File: src/rtl/core/dttfp_pkg.sv
// Shared constants and types for the decimal text to fixed-point parser.
`default_nettype none
package dttfp_pkg;

   localparam int FRAC_BITS_DEF       = 24;
   localparam int MAX_DECIMAL_EXP_DEF = 40;

   localparam logic [7:0] CH_ZERO  = 8'h30;
   localparam logic [7:0] CH_NINE  = 8'h39;
   localparam logic [7:0] CH_MINUS = 8'h2d;
   localparam logic [7:0] CH_PLUS  = 8'h2b;
   localparam logic [7:0] CH_POINT = 8'h2e;
   localparam logic [7:0] CH_LOW_E = 8'h65;
   localparam logic [7:0] CH_UP_E  = 8'h45;
   localparam logic [7:0] CH_SPACE = 8'h20;
   localparam logic [7:0] CH_TAB   = 8'h09;
   localparam logic [7:0] CH_CR    = 8'h0d;

   typedef enum logic [5:0] {
      PH_WS      = 6'b000001,
      PH_INT     = 6'b000010,
      PH_FRAC    = 6'b000100,
      PH_EXPSIGN = 6'b001000,
      PH_EXPDIG  = 6'b010000,
      PH_STOP    = 6'b100000
   } phase_type;

   // Commands from the controller to the datapath.
   typedef struct packed {
      logic take_char;   // parse the input character
      logic load;        // build the wide word and net exponent
      logic mul_step;    // one multiply by ten
      logic div_step;    // one 32-bit limb of a divide by ten
      logic finish;      // form the result word
   } cmd_type;

   // Status from the datapath to the controller.
   typedef struct packed {
      logic exp_pos;     // net exponent above zero
      logic exp_neg;     // net exponent below zero
      logic fits;        // wide word within the limit
   } stat_type;

endpackage
`default_nettype wire

File: src/rtl/core/dttfp_ctrl.sv
// Controller: sequences character parsing, power-of-ten scaling and result handoff.
`default_nettype none
module dttfp_ctrl (
   input  wire                     clock,
   input  wire                     reset,
   input  wire                     req_valid,
   output logic                    req_ready,
   input  wire                     req_last_char,
   output logic                    rsp_valid,
   input  wire                     rsp_ready,
   output dttfp_pkg::cmd_type      cmd,
   input  wire dttfp_pkg::stat_type stat
);
   typedef enum logic [4:0] {
      ST_IDLE  = 5'b00001,
      ST_LOAD  = 5'b00010,
      ST_SCALE = 5'b00100,
      ST_FIN   = 5'b01000,
      ST_OUT   = 5'b10000
   } state_type;

   state_type state_ff, state_in;
   logic acc;

   assign req_ready = (state_ff == ST_IDLE);
   assign rsp_valid = (state_ff == ST_OUT);
   assign acc = req_valid && req_ready;

   always_comb begin
      state_in = state_ff;
      cmd = '0;
      case (state_ff)
         ST_IDLE: begin
            cmd.take_char = acc;
            if (acc && req_last_char) state_in = ST_LOAD;
         end
         ST_LOAD: begin
            cmd.load = 1'b1;
            state_in = ST_SCALE;
         end
         ST_SCALE: begin
            if (stat.exp_pos) cmd.mul_step = 1'b1;
            else if (stat.exp_neg) cmd.div_step = 1'b1;
            else state_in = ST_FIN;
         end
         ST_FIN: begin
            cmd.finish = 1'b1;
            state_in = ST_OUT;
         end
         ST_OUT: if (rsp_ready) state_in = ST_IDLE;
         default: state_in = ST_IDLE;
      endcase
   end

   always_ff @(posedge clock) begin
      if (reset) state_ff <= ST_IDLE;
      else state_ff <= state_in;
   end

`ifndef SYNTHESIS
   a_onehot: assert property (@(posedge clock) disable iff (reset) $onehot0(cmd))
      else $error("more than one datapath command");
   a_out: assert property (@(posedge clock) disable iff (reset)
      $past(cmd.finish) |-> rsp_valid)
      else $error("result not presented after finish");
   a_noacc: assert property (@(posedge clock) disable iff (reset) rsp_valid |-> !req_ready)
      else $error("input taken while result pending");
`endif
endmodule
`default_nettype wire

File: config.mk
export PLATFORM = sky130hd
export DESIGN_NAME = dttfp_ctrl
export DESIGN_NICKNAME = d
export VERILOG_FILES = /design/src/rtl/core/dttfp_pkg.sv /design/src/rtl/core/dttfp_ctrl.sv
export SDC_FILE = /design/constraint.sdc
export NUM_CORES = 1
export LEC_CHECK = 0
export BUFFER_PORTS_ARGS = -buffer_cell sky130_fd_sc_hd__buf_2
export CAP_MARGIN = 40
export CELL_PAD_IN_SITES_DETAIL_PLACEMENT = 1
export CELL_PAD_IN_SITES_GLOBAL_PLACEMENT = 1
export CORE_AREA = 2 2 39 41
export DETAILED_ROUTE_END_ITERATION = 8
export DIE_AREA = 0 0 41 43
export GPL_TIMING_DRIVEN = 0
export PLACE_DENSITY_LB_ADDON = 0.2
export SYNTH_ARGS = -nofsm -noshare
export SYNTH_HDL_FRONTEND = slang
export SYNTH_SLANG_ARGS = --single-unit
File: constraint.sdc
create_clock -name clock -period 1.83 [get_ports clock]
set_clock_uncertainty 0.15 [all_clocks]
set_input_delay 0.0915 -clock clock [delete_from_list [all_inputs] [get_ports clock]]
set_output_delay 0.0915 -clock clock [all_outputs]
set_load 0.05 [all_outputs]
==> out/results.ini, run 1 <==
[status]
status=finished, final reports clean

[setup_path]
cpPeakStageDelay_ps=380
cp.arrival_ps=1450
end_kind=output pin
slowest_stage=dfxtp_2
required_ps=1590
crit_type=reg2out
crit_path_cell_trace=or2b_1, nor4_1, buf_4, buf_2
worstPathMaxFanout=6
cp-start-kind=flop

[place]
port_buffers=13
dp_hpwl_um=665
place_congestion=0.683

[timing]
setup_viol=0
fin_crit_sh=0.924
slew_headroom=0.817
tns_ps=0
slew_violations=0
min_period_ps=1690
worst_pin_slew_ps=272
fmax_ghz=0.591
rsz0062_at_grt=false
hold_viol_final=0

[die]
fp.dieH_um=43
dieArea_um2=1760
rows=14
core_um2=1380
ios=15
start_util=0.234
die_x_um=41

[synth]
synthAdderAreaFrac=0
synth_fp_nets=47
ys_top_cells_by_area=dfxtp_1 (31%), a21oi_1 (4.6%), a2111oi_2 (4.6%), nand4b_2 (4.6%), nor2_2 (3.9%)
yosysSeqAreaShare=0.309
yosysTopAreaCell=dfxtp_1
synth_area_per_cell_um2=8.31
synth_warnings=0
yosys.area_share.simple=0.436
syn_area_um2=324
synth_top_family_by_area=simple AND/OR/NAND/NOR gates
netlist_instances=39
synth-seq-cells=5
synth_compound_area_frac=0.181
yosys-mux-area-fraction=0
synth_xor_area_frac=0.0270
synthDistinctLibCells=25
synth_top_area_frac=0.309

[clocking]
cts_sinks=5
cts_tree=done
clkLatencyLatePin_ps=250
cts_buffer_depth=2
cts_buffers=3
htreeDepth=1
path_clk_slew_ps=50
cts-root-buf=clkbuf_4
post_cts_buffers=0

[final_layout]
diodes=0
nFillCells=176
largest_register_ffs=5
drive_above_1_share=0.483
regMostFlops=state_ff
reg.largest.list=state_ff: 5 flops
area_growth_syn_to_layout_pct=42.9
post-route-util=0.335
nets=67

[run]
maxCapViolCount=0

[power_and_ir_drop]
leakage_nw=0.227
irDropWorstVdd_uv=438
powerDensity_nw_per_um2=673

[global_routing]
grt_antenna_before_repair=0
grt_usage=0.109
grt_pass1_wl_um=1220
grt_max_degree=8
overflow=0
grt_pass1_vias=306

[drt]
drc=0
wl_per_cell_um=11.1
ant_nets=0
avgViaCountPerCell=4.68
first_pass_iters=2
dr.first_iter.drc_count=1
postRouteWirelength_um=822
vias=346

[hold_path]
hp-class=in2reg

[cells in the mapped netlist, drive strengths merged]
cell type	count
dfxtp	5
nor2	5
a21oi	3
nand2	3
o21ai	3
and3	2
inv	2
nor2b	2
nor4	2
a2111oi	1
and2	1
buf	1
nand3	1
nand4b	1
nor3	1
nor3b	1
o211a	1
or2b	1
or3b	1
or4	1
xor2	1
[critical path: cells and delay by family, from the launching register on]
family                 cells  cell delay (ps)
and+or+nand+nor            2              430
DFF                        1              380
buffers and inverters      2              380
[placed cells by master (no fill, tap or decap), drive strengths merged, types with 2 or more instances in the layout]
cell	instances
buf	14
dfxtp	5
nor2	5
nand2	3
a21oi	3
clkbuf	3
o21ai	3
nor4	2
nor2b	2
dlygate4sd3	2
inv	2
and3	2
[path summary, 6_finish.rpt]
path	slack, ps	cells after the start	to	from
setup / recovery	140	4	cmd[0]	state_ff[3]$_SDFFE_PP0P_
hold / removal	10	3	state_ff[3]$_SDFFE_PP0P_	req_last_char
setup reg to reg	450	4	state_ff[0]$_SDFFE_PP1P_	state_ff[0]$_SDFFE_PP1P_
hold reg to reg	460	2	state_ff[4]$_SDFFE_PP0P_	state_ff[0]$_SDFFE_PP1P_
[cells by family after synthesis]
| family | Yosys count |
|---|---|
| AND/OR/NAND/NOR | 22 |
| flip-flops | 5 |
| XOR/XNOR | 1 |
| buffers and inverters | 3 |
| AO/OA/AOI/OAI | 8 |
[metal layers]
metal / routed length, µm / vias up / global-route usage
met5: 0 / - / 0
li1: - / 177 / -
met2: 364 / 13 / 0.144
met1: 394 / 156 / 0.135
met3: 63 / 0 / 0.0785
met4: 0 / 0 / 0.0400
[cell type report]
class	count	area, µm²	share of cell area
Multi-Input combinational cell	31	214	0.462
Sequential cell	5	101	0.219
Timing Repair Buffer	15	85.1	0.184
Tap cell	16	20.0	0.0432
Buffer	1	7.51	0.0162
Clock inverter	1	5.00	0.0108
Clock buffer	3	22.5	0.0486
Inverter	2	7.51	0.0162
[power breakdown]
| group | switching (W) | internal, W | total [W] |
|---|---|---|---|
| Combinational | 0.0000421 | 0.0000219 | 0.0000640 |
| Sequential | 0.00000428 | 0.000113 | 0.000117 |
| Clock | 0.0000514 | 0.0000794 | 0.000131 |
| Total | 0.0000978 | 0.000214 | 0.000312 |
[per-stage QoR]
stage / total power (W) / setup slack (ps) / area, µm² / instances / hold WS (ps)
6_report: 0.000312 / 138 / 463 / 74 / 14.3
5_1_grt: 0.000335 / 3.36 / 463 / 74 / 20.1
4_1_cts: 0.000317 / 40.2 / 462 / 74 / 13.3
3_5_place_dp: 0.000180 / 323 / 414 / 68 / 162
3_3_place_gp: 0.000180 / 308 / 414 / 68 / 159
2_1_floorplan: 0.000162 / 241 / 329 / 39 / 10.4
[timing repair]
action	in CTS	in global routing
resized for setup	0	1
setup endpoints to repair	0	1
hold buffers	2	0
hold endpoints to repair	4	0
Note: power is estimated with default switching activity, not from simulation.
==> run 2: changes to the inputs <==
Settings changed: BUFFER_PORTS_ARGS -buffer_cell sky130_fd_sc_hd__buf_2 to -buffer_cell sky130_fd_sc_hd__buf_4.
==> run 2 against run 1 <==
Sequential share of layout area decreased by 1.4 points. Combinational power increased by 12%. Setup slack better by 34 ps.
==> out/results.ini, run 2 (synthesis gave the netlist of run 1 again) <==
[setup_path]
required_ps=1590
cp.arrival_ps=1420
r2r-start=state_ff[0]$_SDFFE_PP1P_
crit_type=reg2out
r2r_end=state_ff[0]$_SDFFE_PP1P_
reg2reg_depth=4
worstPathMaxFanout=6
rrSetupSlack_ps=430
cp-start-kind=flop
end_kind=output pin

[timing]
fin_crit_sh=0.906
rsz0062_at_grt=false
worst_slack_ps=172
setup_viol=0
hold_viol_final=0
slew_violations=0
min_period_ps=1660
fmax_ghz=0.603
tns_ps=0
worst_pin_slew_ps=262
hold_ws_ps=17.9
slew_headroom=0.824

[final_layout]
nFillCells=179
area_growth_syn_to_layout_pct=52.9
regMostFlops=state_ff
largest_register_ffs=5
layout_commonest_cell=buf_4
drive_above_1_share=0.483
reg.largest.list=state_ff: 5 flops
nets=67
diodes=0
final_cell_mix=buf_4 (14), dfxtp_1 (4)

[power_and_ir_drop]
leakage_nw=0.233
power_w=0.000317
irDropWorstVdd_uv=488
powerDensity_nw_per_um2=640

[drt]
wl_per_cell_um=11.3
vias=356
dr.first_iter.drc_count=1
avgViaCountPerCell=4.81
drc=0
ant_nets=0
postRouteWirelength_um=837
first_pass_iters=3

[clocking]
cts_tree=done
htreeDepth=1
path_clk_slew_ps=50
cts-root-buf=clkbuf_4
post_cts_buffers=0
cts_buffers=3
clkLatencyLatePin_ps=250
cts_buffer_depth=2
cts_sinks=5

[die]
rows=14
start_util=0.234
fp.dieH_um=43
core_um2=1380
die_x_um=41
dieArea_um2=1760
ios=15

[place]
dp_hpwl_um=671
place_congestion=0.659
preCtsSetupSlack_ps=342
port_buffers=13

[global_routing]
grt_usage=0.119
grt_pass1_vias=339
overflow=0
grt_max_degree=8
grt_antenna_before_repair=0
grt_pass1_wl_um=1390

[hold_path]
hold_path_startpoint=req_last_char
hold_depth=3
holdPathEnd=state_ff[1]$_SDFFE_PP0P_
hp-class=in2reg

[status]
status=finished, final reports clean

[run]
maxCapViolCount=0

## run 2: worst max path at each step
stage / startpoint / to / slack (ps) / depth (start not counted)
after floorplan: state_ff[0]$_SDFFE_PP1P_ / cmd[1] / 240 / 3
after global placement: state_ff[3]$_SDFFE_PP0P_ / cmd[0] / 350 / 4
after detailed placement: state_ff[3]$_SDFFE_PP0P_ / cmd[0] / 340 / 4
after CTS: state_ff[3]$_SDFFE_PP0P_ / cmd[0] / 60 / 4
after global routing: state_ff[3]$_SDFFE_PP0P_ / cmd[0] / 10 / 4
final: state_ff[3]$_SDFFE_PP0P_ / cmd[0] / 170 / 4
## run 2: layer usage
metal | vias up | GRT usage | share of wire
li1 | 178 | - | -
met1 | 164 | 0.151 | 0.43
met2 | 14 | 0.169 | 0.49
met3 | 0 | 0.0785 | 0.075
met4 | 0 | 0.0200 | 0
met5 | - | 0 | 0
## run 2: where the power goes
part / total [W] / internal [W] / switching (W)
clock network: 0.000128 / 0.0000793 / 0.0000491
registers: 0.000117 / 0.000113 / 0.00000461
logic: 0.0000716 / 0.0000288 / 0.0000428
total: 0.000317 / 0.000221 / 0.0000965
## run 2: area by class of cell
cell class              count  area, µm²  area share
multi-input cells          31        214       0.432
well taps                  16       20.0      0.0404
clock inverters             1       5.00      0.0101
inverters                   2       7.51      0.0152
flip-flops and latches      5        101       0.205
plain buffers               1       7.51      0.0152
clock buffers               3       22.5      0.0455
repair buffers             15        118       0.237
## run 2: what timing repair did
| action | CTS | global route |
|---|---|---|
| endpoints found under the hold margin | 5 | 0 |
| endpoints found under the setup margin | 0 | 1 |
| resized for setup | 0 | 1 |
| hold buffers | 2 | 0 |
## run 2: critical path: stages (launching register included)
cell and delay, ps:
dfxtp_2 380, or2b_1 250, nor4_1 200, buf_4 150
buf_4 180
## run 2: through the flow
| stage | util | cell area (µm²) | std cells |
|---|---|---|---|
| floorplan | - | 329 | 39 |
| global placement | 0.323 | 447 | 68 |
| detailed placement | 0.323 | 447 | 68 |
| CTS | 0.357 | 494 | 74 |
| global route | 0.358 | 495 | 74 |
| finish | 0.358 | 495 | 74 |
==> run 3: changes to the inputs <==
Settings changed: BUFFER_PORTS_ARGS -buffer_cell sky130_fd_sc_hd__buf_4 to not set, CORE_AREA 2 2 39 41 to 3 3 40 42, DIE_AREA 0 0 41 43 to 0 0 43 45, DONT_BUFFER_PORTS set to 1, MAX_ROUTING_LAYER set to met4.
==> run 3 against run 2 <==
Hold slack hardly changed. Sequential share of layout area is 2.1 points higher. Largest power group unchanged. Critical endpoint is now cmd[1]. Via count is 7.9% lower. Sequential power hardly changed. Largest cell class unchanged. Wire length is 1.1% lower. Die area is 9.8% higher. Clock power hardly changed. Combinational power is 17% lower.
==> out/results.ini, run 3 (synthesis gave the netlist of run 1 again) <==
[global_routing]
grt_pass1_vias=343
grt_usage=0.104
grt_max_degree=8
grt_antenna_before_repair=0
overflow=0
grt_pass1_wl_um=1390

[timing]
worst_pin_slew_ps=572
fmax_ghz=0.578
min_period_ps=1730
slew_headroom=0.618
hold_viol_final=0
setup_viol=0
slew_violations=0
fin_crit_sh=0.945
worst_slack_ps=101
tns_ps=0

[die]
dieArea_um2=1940
fp.dieH_um=45
core_um2=1280
rows=13
ios=15
start_util=0.252
die_x_um=43

[power_and_ir_drop]
swShare=0.309
powerDensity_nw_per_um2=689
p_switching_w=0.0000945
p_int_w=0.000211
irDropWorstVdd_uv=515
p_comb_frac=0.194
clockPowerShare=0.418
seqPwrFrac=0.388
leakage_nw=0.190

[final_layout]
drive_above_1_share=0.306
regMostFlops=state_ff
area_growth_syn_to_layout_pct=37.1
reg.largest.list=state_ff: 5 flops
nets=58
final_cell_mix=dlygate4sd3_1 (5), dfxtp_1 (5)
design_area_um2=444
largest_register_ffs=5
diodes=0
post-route-util=0.346

[setup_path]
cp-start-kind=flop
cp.arrival_ps=1490
required_ps=1590
crit_type=reg2out
slowest_stage=nor3b_4
cpPeakStageDelay_ps=540
worstPathMaxFanout=5
crit_path_cell_trace=nor2_4, nand3_2, nor3b_4
end_kind=output pin

[clocking]
cts_sinks=5
cts-root-buf=clkbuf_4
clkLatencyLatePin_ps=240
cts_tree=done
path_clk_slew_ps=50
cts_buffer_depth=2
cts_buffers=3
htreeDepth=1

[drt]
m1WireLength_um=373
ant_nets=0
drc=0
first_pass_iters=4
avgViaCountPerCell=5.13
top_layer_used=met3
dr_wl_met3_um=77
dr.first_iter.drc_count=4
postRouteWirelength_um=828
vias=328
met2_wirelength_um=376
wl_per_cell_um=12.9

[place]
dp_hpwl_um=655
preCtsSetupSlack_ps=118
place_congestion=0.668
port_buffers=0
placed_cell_area_um2=355

[hold_path]
hp-class=in2reg

[run]
maxCapViolCount=0

[status]
status=finished, final reports clean

==> run 3: cell types whose count changed in the layout (fill, tap and decap cells not counted), sizes merged <==
cell / previous run / this run
buf: 14 / 2
dlygate4sd3: 2 / 5
==> run 3: critical path: cells and delay by family (launching register included) <==
| kind | cells | cell delay [ps] |
|---|---|---|
| flip-flops | 1 | 360 |
| AND/OR/NAND/NOR | 3 | 880 |
==> run 3: path summary, 6_finish.rpt <==
path                       startpoint                       end  slack, ps  depth (start not counted)
max          state_ff[0]$_SDFFE_PP1P_                    cmd[1]        100                          3
min                           stat[1]  state_ff[1]$_SDFFE_PP0P_         20                          3
min reg2reg  state_ff[2]$_SDFFE_PP0P_  state_ff[3]$_SDFFE_PP0P_        500                          2
max reg2reg  state_ff[2]$_SDFFE_PP0P_  state_ff[2]$_SDFFE_PP0P_        220                          3
==> run 3: per-stage QoR <==
step | instances | total power (W) | hold slack [ps]
floorplan | 39 | 0.000162 | 10.4
global placement | 54 | 0.000167 | 16.1
detailed placement | 55 | 0.000168 | 16.0
CTS | 64 | 0.000312 | 15.4
global route | 64 | 0.000327 | 47.9
finish | 64 | 0.000306 | 18.3
==> run 3: cell type report <==
cell class	instances	area, µm²
multi-input cells	31	225
inverters	2	7.51
fillers	160	841
repair buffers	6	57.6
flip-flops and latches	5	100
clock buffers	3	22.5
clock inverters	1	5.00
plain buffers	1	7.51
well taps	15	18.8
==> run 3: power by group through the flow <==
| stage | logic [W] | clock network [W] | registers, W |
|---|---|---|---|
| global route | 0.0000645 | 0.000143 | 0.000119 |
| global placement | 0.0000475 | 0 | 0.000119 |
| finish | 0.0000594 | 0.000128 | 0.000119 |
| CTS | 0.0000587 | 0.000136 | 0.000118 |
| floorplan | 0.0000436 | 0 | 0.000118 |
| detailed placement | 0.0000487 | 0 | 0.000120 |
==> run 3: per-layer routing <==
| layer | GRT usage | vias up |
|---|---|---|
| met4 | 0.0361 | 0 |
| li1 | - | 162 |
| met5 | - | - |
| met3 | 0.0717 | 0 |
| met1 | 0.113 | 150 |
| met2 | 0.150 | 16 |
==> run 3: repair_timing <==
action | CTS | global route
hold buffers | 5 | 0
pin swaps | 0 | 1
endpoints found under the setup margin | 1 | 1
hold endpoints to repair | 5 | 0
setup buffers | 0 | 0
resized for setup | 1 | 1
cloned | 0 | 0
